--- config.mk ---
export PLATFORM = sky130hd
export DESIGN_NAME = sgb_ctrl
export DESIGN_NICKNAME = d
export VERILOG_FILES = /design/src/design/sgb_pkg.sv /design/src/design/sgb_ctrl.sv
export SDC_FILE = /design/constraint.sdc
export NUM_CORES = 1
export LEC_CHECK = 0
export ABC_AREA = 1
export ABC_CLOCK_PERIOD_IN_PS = 1230
export BUFFER_PORTS_ARGS = -buffer_cell sky130_fd_sc_hd__buf_2
export CORE_AREA = 2 2 39 41
export CTS_BUF_LIST = sky130_fd_sc_hd__clkbuf_2 sky130_fd_sc_hd__clkbuf_4 sky130_fd_sc_hd__clkbuf_8
export CTS_CLUSTER_SIZE = 16
export DETAILED_ROUTE_END_ITERATION = 8
export DIE_AREA = 0 0 41 43
export PLACE_DENSITY = 0.6
export SYNTH_ARGS = -nofsm -noshare
export SYNTH_HDL_FRONTEND = slang
export SYNTH_SLANG_ARGS = --single-unit
--- constraint.sdc ---
create_clock -name clk -period 1.23 [get_ports clk]
set_clock_uncertainty 0.1 [all_clocks]
set_input_delay 0.123 -clock clk [delete_from_list [all_inputs] [get_ports clk]]
set_output_delay 0.123 -clock clk [all_outputs]
set_load 0.02 [all_outputs]
--- src/design/sgb_pkg.sv ---
// Shared types, constants and control records for the separable Gaussian blur.
package sgb_pkg;

  localparam int MAX_COLS_DEF   = 2048;
  localparam int PIXEL_BITS_DEF = 16;

  localparam int PIX_W  = 16;  // pixel field width on the ports
  localparam int DIM_W  = 12;  // frame_cols / frame_rows register width
  localparam int WT_W   = 16;  // Q0.16 tap weight width
  localparam int ROW_W  = 13;  // row counters also count the two drain rows
  localparam int VW     = 33;  // saturated vertical-pass value
  localparam int PROD_W = VW + WT_W;
  localparam int ACC_W  = PROD_W + 2;
  localparam int HV_W   = ACC_W - 32;
  localparam int CFG_IDX_W = 2;

  localparam logic [DIM_W-1:0] FRAME_COLS_RST    = 12'd1920;
  localparam logic [DIM_W-1:0] FRAME_ROWS_RST    = 12'd1080;
  localparam logic [WT_W-1:0]  EDGE_WEIGHT_RST   = 16'd16164;
  localparam logic [WT_W-1:0]  CENTER_WEIGHT_RST = 16'd39761;
  localparam logic [DIM_W-1:0] MIN_DIM           = 12'd3;

  typedef enum logic [CFG_IDX_W-1:0] {
    CFG_FRAME_COLS    = 2'd0,
    CFG_FRAME_ROWS    = 2'd1,
    CFG_EDGE_WEIGHT   = 2'd2,
    CFG_CENTER_WEIGHT = 2'd3
  } cfg_idx_t;

  typedef enum logic [1:0] {
    TAP_FIRST  = 2'd0,
    TAP_MIDDLE = 2'd1,
    TAP_LAST   = 2'd2
  } tap_sel_t;

  typedef enum logic [3:0] {
    ST_IDLE,
    ST_CHECK,
    ST_READ,
    ST_LATCH,
    ST_MUL0,
    ST_MUL1,
    ST_MUL2,
    ST_MUL3,
    ST_VDONE,
    ST_HDONE
  } state_t;

  typedef struct packed {
    logic     item_ld;   // capture the accepted input transaction
    logic     cnt_clr;   // start a new frame
    logic     rd_en;     // read both line stores at the current column
    logic     lat;       // line store data valid: write back, load vertical taps
    logic     edge_ld;   // load horizontal taps from the window, right edge
    logic     mul_en;
    tap_sel_t mul_sel;
    logic     acc_ld;
    logic     acc_add;
    logic     vdone;     // vertical value ready: update window
    logic     out_ld;    // horizontal value ready: load output register
    logic     out_final; // this result ends the drain
  } cmd_t;

  typedef struct packed {
    logic restart;  // pixel arrives after the frame's last row
    logic drop;     // flush while pixels are still expected
    logic final_tk; // last drain transaction
    logic row_ge1;
    logic emit_v;   // the vertical value produces a result
    logic out_busy;
  } sts_t;

endpackage

--- src/design/sgb_ctrl.sv ---
// Sequencing controller: steps each transaction through read, multiply and result phases.
module sgb_ctrl (
  input  logic                clk,
  input  logic                rst_n,
  input  logic                in_tvalid,
  output logic                in_tready,
  input  sgb_pkg::sts_t       sts,
  output sgb_pkg::cmd_t       cmd
);

  sgb_pkg::state_t state_r, state_nxt;
  logic horiz_r, horiz_nxt;
  logic final_r, final_nxt;

  always_ff @(posedge clk) begin
    if (!rst_n) begin
      state_r <= sgb_pkg::ST_IDLE;
      horiz_r <= 1'b0;
      final_r <= 1'b0;
    end else begin
      state_r <= state_nxt;
      horiz_r <= horiz_nxt;
      final_r <= final_nxt;
    end
  end

  always_comb begin
    state_nxt = state_r;
    horiz_nxt = horiz_r;
    final_nxt = final_r;
    unique case (state_r)
      sgb_pkg::ST_IDLE: begin
        if (in_tvalid) begin
          state_nxt = sgb_pkg::ST_CHECK;
        end
      end
      sgb_pkg::ST_CHECK: begin
        horiz_nxt = 1'b0;
        final_nxt = 1'b0;
        priority if (sts.restart) begin
          state_nxt = sgb_pkg::ST_READ;
        end else if (sts.drop) begin
          state_nxt = sgb_pkg::ST_IDLE;
        end else if (sts.final_tk) begin
          state_nxt = sgb_pkg::ST_MUL0;
          horiz_nxt = 1'b1;
          final_nxt = 1'b1;
        end else begin
          state_nxt = sgb_pkg::ST_READ;
        end
      end
      sgb_pkg::ST_READ:  state_nxt = sgb_pkg::ST_LATCH;
      sgb_pkg::ST_LATCH: begin
        state_nxt = sts.row_ge1 ? sgb_pkg::ST_MUL0 : sgb_pkg::ST_IDLE;
      end
      sgb_pkg::ST_MUL0: state_nxt = sgb_pkg::ST_MUL1;
      sgb_pkg::ST_MUL1: state_nxt = sgb_pkg::ST_MUL2;
      sgb_pkg::ST_MUL2: state_nxt = sgb_pkg::ST_MUL3;
      sgb_pkg::ST_MUL3: begin
        state_nxt = horiz_r ? sgb_pkg::ST_HDONE : sgb_pkg::ST_VDONE;
      end
      sgb_pkg::ST_VDONE: begin
        if (sts.emit_v) begin
          state_nxt = sgb_pkg::ST_MUL0;
          horiz_nxt = 1'b1;
        end else begin
          state_nxt = sgb_pkg::ST_IDLE;
        end
      end
      sgb_pkg::ST_HDONE: begin
        if (!sts.out_busy) begin
          state_nxt = sgb_pkg::ST_IDLE;
          horiz_nxt = 1'b0;
          final_nxt = 1'b0;
        end
      end
      default: state_nxt = sgb_pkg::ST_IDLE;
    endcase
  end

  always_comb begin
    cmd = '0;
    cmd.mul_sel = sgb_pkg::TAP_FIRST;
    in_tready = 1'b0;
    unique case (state_r)
      sgb_pkg::ST_IDLE: begin
        in_tready   = 1'b1;
        cmd.item_ld = in_tvalid;
      end
      sgb_pkg::ST_CHECK: begin
        cmd.cnt_clr = sts.restart;
        cmd.edge_ld = !sts.restart && !sts.drop && sts.final_tk;
      end
      sgb_pkg::ST_READ:  cmd.rd_en = 1'b1;
      sgb_pkg::ST_LATCH: cmd.lat = 1'b1;
      sgb_pkg::ST_MUL0: begin
        cmd.mul_en  = 1'b1;
        cmd.mul_sel = sgb_pkg::TAP_FIRST;
      end
      sgb_pkg::ST_MUL1: begin
        cmd.mul_en  = 1'b1;
        cmd.mul_sel = sgb_pkg::TAP_MIDDLE;
        cmd.acc_ld  = 1'b1;
      end
      sgb_pkg::ST_MUL2: begin
        cmd.mul_en  = 1'b1;
        cmd.mul_sel = sgb_pkg::TAP_LAST;
        cmd.acc_add = 1'b1;
      end
      sgb_pkg::ST_MUL3:  cmd.acc_add = 1'b1;
      sgb_pkg::ST_VDONE: cmd.vdone = 1'b1;
      sgb_pkg::ST_HDONE: begin
        cmd.out_ld    = !sts.out_busy;
        cmd.out_final = final_r;
      end
      default: cmd = '0;
    endcase
  end

  // A result is only produced on the horizontal pass.
  a_hdone_horiz: assert property (@(posedge clk) disable iff (!rst_n)
    (state_r == sgb_pkg::ST_HDONE) |-> horiz_r)
    else $error("result phase reached outside the horizontal pass");

  a_final_horiz: assert property (@(posedge clk) disable iff (!rst_n)
    final_r |-> horiz_r)
    else $error("drain flag set without horizontal pass");

  a_ready_idle: assert property (@(posedge clk) disable iff (!rst_n)
    cmd.item_ld |=> (state_r == sgb_pkg::ST_CHECK))
    else $error("accepted transaction not checked next cycle");

endmodule

==> results.md, run 1 <==
- Most common cell after layout, fill and taps aside: buf_4
- Max_cap viols: 0
- # IOs: 23
- CP max FO: 5
- CP cell instances: inv_4 -> nor2_4 -> nand2_2 -> nor2_4 -> buf_6
- Fin nets: 120
- Root Driver: clkbuf_4
- Slew @ Worst Pin: 0.1768 ns
- Kind of critical path: reg -> out
- GR Layer Usage met3: 2.618%
- Fmax achieved: 703.1 MHz
- Number of remaining DRC errors: 0
- Number of synthesized register bits: 6
- Synth area leader: dfxtp_1
- Worst R2R Path Depth: 7
- LEAKAGE: 0.4070 nW
- H-tree depth: 1
- Tmin final: 1.422 ns
- Yosys Warn Count: 0
- Synth top area share: 28.49%
- Overall routed net length: 1384 um
- Die area: 1763 sq um
- Final setup viols: 16
- Area post-placement: 574.3 sq um
- Fin. Hold Viols: 0
- Sequential fraction of the synthesis area: 28.49%
- Clk buf depth: 2
- Post-CTS Hold Fix Bufs: 0
- CP delay by family, top: simple AND/OR/NAND/NOR gates
- Crit path required time: 1.01 ns
- Final core occ: 58.14%
- DR WL/cell: 11.07 um
- Mapped Cells: 75
- Row count: 14
- Clk pin slew, worst setup/hold paths: 0.04 ns
- Met1 Track Usage GR: 18.71%
- Worst path depth: 5
- Largest stage delay on the critical path: 0.37 ns
- Met2 GRT Util: 29.38%
- Largest net degree at the start of global routing: 6
- Top cells by area, synth: dfxtp_1 (28%), nor2_1 (15%), nand2_1 (12%)
- Initial Util: 30.47%
- Distinct cell type count after synthesis: 15
- Share of layout cells above drive strength 1: 61.47%
- Layout Cell Area excl Fill: 804.5 sq um
- Total core area: 1384 sq um
- HP Class: in -> reg
- Critical Path Source Type: flip-flop
- CP Capture Type: output pin
- Chip width: 41 um
- VDD IR max: 0.4428 mV
- Gpl congestion: 0.8452
- Routed vias: 583
- Post-placement setup slack: -0.002102 ns
- Final period util: 115.6%
- Initial antenna violation count: 0
- Worst hold slack: 0.05219 ns
- Clk_lat worst skew: 0.25 ns
- HPWL Detailed: 882.4 um
- Hold path depth: 3
- Clock tree from TritonCTS: built
- Most frequent cells in the layout: buf_4 (13), nor2_1 (11), nand2_1 (9), buf_6 (9)
- WP buf/inv: 2
- CP Data Arrival Time: 1.20 ns
- Avg Inst Size Synth: 5.622 sq um
- ANT cells: 0
- Via/cell ratio: 4.664
- Setup TNS: -2.054 ns
- Syn Std Cell Area: 421.7 sq um
- Final WS setup: -0.1923 ns
- Slew Limit Headroom: 88.09%
- GRT Total Usage: 17.39%
- Grt total ovfl: 0
- Failing checks: negative setup slack
- CTS Buf Count: 3
- Syn nets: 84
- Remaining antenna violation count: 0
- DRT Pass-1 Iters: 3
- Status: finished, violations left
- Critical-path top delay cell: dfxtp_4
- First-pass GRT wire length: 2097 um
- Die H: 43 um
- Busiest layer in global routing: met2
- RSZ-0062 raised after global routing: yes
- Area Growth Syn to Fin: 90.80%
- PD cells: 835.3 nW/um^2
- Initial DRC count: 4
- Filler cell count: 130
- Crit-path most repeated cell: nor2_4
- Slew Viols, Final: 0
- PortBufs: 22
- Clock sink total: 6
- Vias in the first global route: 547
==> repair_timing <==
action / CTS / global route
hold endpoints to repair: 0 / 0
resized for setup: 29 / 22
pin swaps: 4 / 3
buffers inserted: 5 / 2
endpoints found under the setup margin: 14 / 18
==> synth_stat cells <==
cell	instances
nand3_1	7
nand2_2	1
a31oi_1	1
nor2_4	1
o21ai_1	1
inv_2	6
nor3_1	3
nor2_2	2
inv_1	10
a21oi_2	1
dfxtp_1	6
nand2_1	14
a21oi_1	4
o21ai_0	1
nor2_1	17
==> area by class of cell <==
type	count	area, sq um	share of cell area, %
inverters	16	62.56	7.776
clock buffers	3	22.52	2.799
multi-input cells	53	307.8	38.26
repair buffers	31	259.0	32.19
flip-flops and latches	6	132.6	16.49
well taps	16	20.02	2.488
==> registers in the layout (all words and copies together) (netlist names) <==
register and count:
final_r 1, state_r 4, horiz_r 1
==> path summary, 6_finish.rpt <==
| check | start | endpoint | slack [ns] |
|---|---|---|---|
| max reg2reg | state_r[3] | state_r[2] | -0.04 |
| max | state_r[0] | cmd[8] | -0.19 |
| min reg2reg | final_r | final_r | 0.40 |
| min | rst_n | final_r | 0.05 |
==> cell families (layout without fill, tap and decap cells) <==
logic type / after synthesis / in the layout / share of synthesized area (%)
simple gates: 45 / 45 / 46.59
buf+inv: 16 / 50 / 14.24
compound gates: 8 / 8 / 10.68
flops: 6 / 6 / 28.49
==> worst register-to-register path, delay by kind of cell, from the launching register on <==
kind                   cells  cell delay, ns
buffers and inverters      4            0.41
flip-flops                 1            0.36
AO/OA/AOI/OAI              2            0.22
AND/OR/NAND/NOR            1            0.12
==> routing by layer <==
layer  wire (um)  vias up
met5           0        -
met4          20        0
met3          95        2
met2         741       23
met1         526      257
li1            -      301
==> power by group <==
part           total, W  switching (W)  internal, W
sequential     0.000231      0.0000205     0.000210
clock          0.000188      0.0000773     0.000111
combinational  0.000253       0.000144     0.000109
total          0.000672       0.000241     0.000431
==> per-stage QoR <==
| stage | power, W | std cells |
|---|---|---|
| finish | 0.0006720 | 125 |
| global route | 0.0007156 | 125 |
| CTS | 0.0006412 | 123 |
| detailed placement | 0.0004176 | 115 |
| global placement | 0.0004177 | 115 |
| floorplan | 0.0003572 | 75 |
Power figures use the tool's default switching activity.
==> run 2: changes to the inputs <==
- BUFFER_PORTS_ARGS: -buffer_cell sky130_fd_sc_hd__buf_2 -> -buffer_cell sky130_fd_sc_hd__buf_4
==> results.md, run 2 (synthesized netlist as in run 1, its figures left out) <==
- CP Data Arrival Time: 1.18 ns
- Final core occ: 57.41%
- Layout Cell Area excl Fill: 794.5 sq um
- Initial Util: 30.47%
- Fin nets: 121
- Slew Viols, Final: 0
- Crit path required time: 1.01 ns
- H-tree depth: 1
- Sw frac: 35.61%
- Largest net degree at the start of global routing: 6
- Crit-path most repeated cell: buf_4
- Final period util: 113.8%
- Slew Limit Headroom: 86.94%
- Int Power: 0.0004294 W
- Final WS setup: -0.1698 ns
- Comb pwr share: 37.6%
- # IOs: 23
- GRT Total Usage: 17.77%
- Clk pin slew, worst setup/hold paths: 0.04 ns
- Slew @ Worst Pin: 0.1938 ns
- Failing checks: negative setup slack
- Chip width: 41 um
- CP max FO: 4
- Vias in the first global route: 556
- HP Class: in -> reg
- Share of layout cells above drive strength 1: 58.18%
- ANT cells: 0
- Die H: 43 um
- Remaining antenna violation count: 0
- Kind of critical path: reg -> out
- Sw Pwr: 0.0002375 W
- Number of remaining DRC errors: 0
- Clk_lat worst skew: 0.25 ns
- Area post-placement: 636.9 sq um
- HPWL Detailed: 955.6 um
- Clock sink total: 6
- DR WL/cell: 11.33 um
- Largest register by flop count: state_r
- Flop-to-flop setup slack: -0.08 ns
- Initial antenna violation count: 0
- Status: finished, violations left
- CP cell instances: inv_4 -> buf_4 -> nand3_1 -> nor2_1 -> buf_4
- Top flop regs: state_r (4), final_r (1), horiz_r (1)
- Clk buf depth: 2
- Most common cell after layout, fill and taps aside: buf_4
- CP Capture Type: output pin
- First-pass GRT wire length: 2145 um
- CTS Buf Count: 3
- RSZ-0062 raised after global routing: yes
- Area Growth Syn to Fin: 88.43%
- LEAKAGE: 0.4201 nW
- Final total power: 0.0006668 W
- Fmax achieved: 714.4 MHz
- Tmin final: 1.400 ns
- Final setup viols: 17
- WP buf/inv: 3
- Row count: 14
- Total core area: 1384 sq um
- Die area: 1763 sq um
- Largest stage delay on the critical path: 0.37 ns
- Sequential power share: 34.4%
- Clock power share: 28.0%
- Fin. Hold Viols: 0
- PortBufs: 22
- Root Driver: clkbuf_4
- Initial DRC count: 8
- PD cells: 839.3 nW/um^2
- Routed vias: 603
- Via/cell ratio: 4.786
- Critical-path top delay cell: dfxtp_4
- Grt total ovfl: 0
- VDD IR max: 0.3782 mV
- Clock tree from TritonCTS: built
- Post-CTS Hold Fix Bufs: 0
- Gpl congestion: 0.8597
- CP delay by family, top: flip-flops
- Most frequent cells in the layout: buf_4 (30), nor2_1 (13), nand2_1 (11)
- Max_cap viols: 0
- Critical Path Source Type: flip-flop
- Overall routed net length: 1427 um
- DRT Pass-1 Iters: 4
- Setup TNS: -1.689 ns
- Max reg flops: 4
==> run 2: cell count changes in the layout (fill, tap and decap cells not counted), sizes merged <==
cell / before / now
buf: 31 / 32
==> run 2: per-layer routing <==
layer  vias up  wire, um  share of wire [%]  GRT usage, %
met5         -         0                  0             0
met4         0        42                2.9         12.00
met3         5       109                7.6         1.571
met2        36       716                 50         28.13
met1       260       559                 39         21.22
li1        302         -                  -             -
==> run 2: power by group through the flow <==
| stage | combinational, W | sequential, W | clock (W) |
|---|---|---|---|
| final | 0.000251 | 0.000230 | 0.000187 |
| after global routing | 0.000274 | 0.000231 | 0.000196 |
| after CTS | 0.000233 | 0.000228 | 0.000189 |
| after detailed placement | 0.000209 | 0.000232 | 0 |
| after global placement | 0.000209 | 0.000232 | 0 |
| after floorplan | 0.000127 | 0.000230 | 0 |
==> run 2: worst min-delay path: cells and delay by family <==
kind,cells,cell delay [ns]
buffers and inverters,1,0.09
and+or+nand+nor,2,0.13
==> run 2: layout make-up <==
cell class	instances	area, sq um
fill	144	589.3
timing repair buffer	32	247.7
sequential	6	132.6
inverter	16	65.06
multi-input combinational	53	306.5
tap	16	20.02
clock buffer	3	22.52
==> run 2: path summary, 6_finish.rpt <==
| check | start | end | depth (start not counted) |
|---|---|---|---|
| worst min register to register | horiz_r | horiz_r | 2 |
| worst max-delay path | state_r[3] | cmd[10] | 5 |
| worst min-delay path | rst_n | final_r | 3 |
| worst max register to register | state_r[3] | horiz_r | 9 |
==> run 2: through the flow <==
step | setup slack (ns) | hold WS, ns | std cells
3_5_place_dp | 0.01474 | 0.3084 | 116
6_report | -0.1698 | 0.02965 | 126
4_1_cts | -0.1583 | 0.03418 | 124
2_1_floorplan | -0.01915 | 0.1667 | 75
5_1_grt | -0.2280 | 0.06538 | 126
3_3_place_gp | 0.02800 | 0.2945 | 116
==> run 2: timing repair <==
| item | CTS | global route |
|---|---|---|
| setup buffers | 5 | 2 |
| resized for setup | 18 | 9 |
| pin swaps | 7 | 5 |
| endpoints found under the setup margin | 14 | 18 |
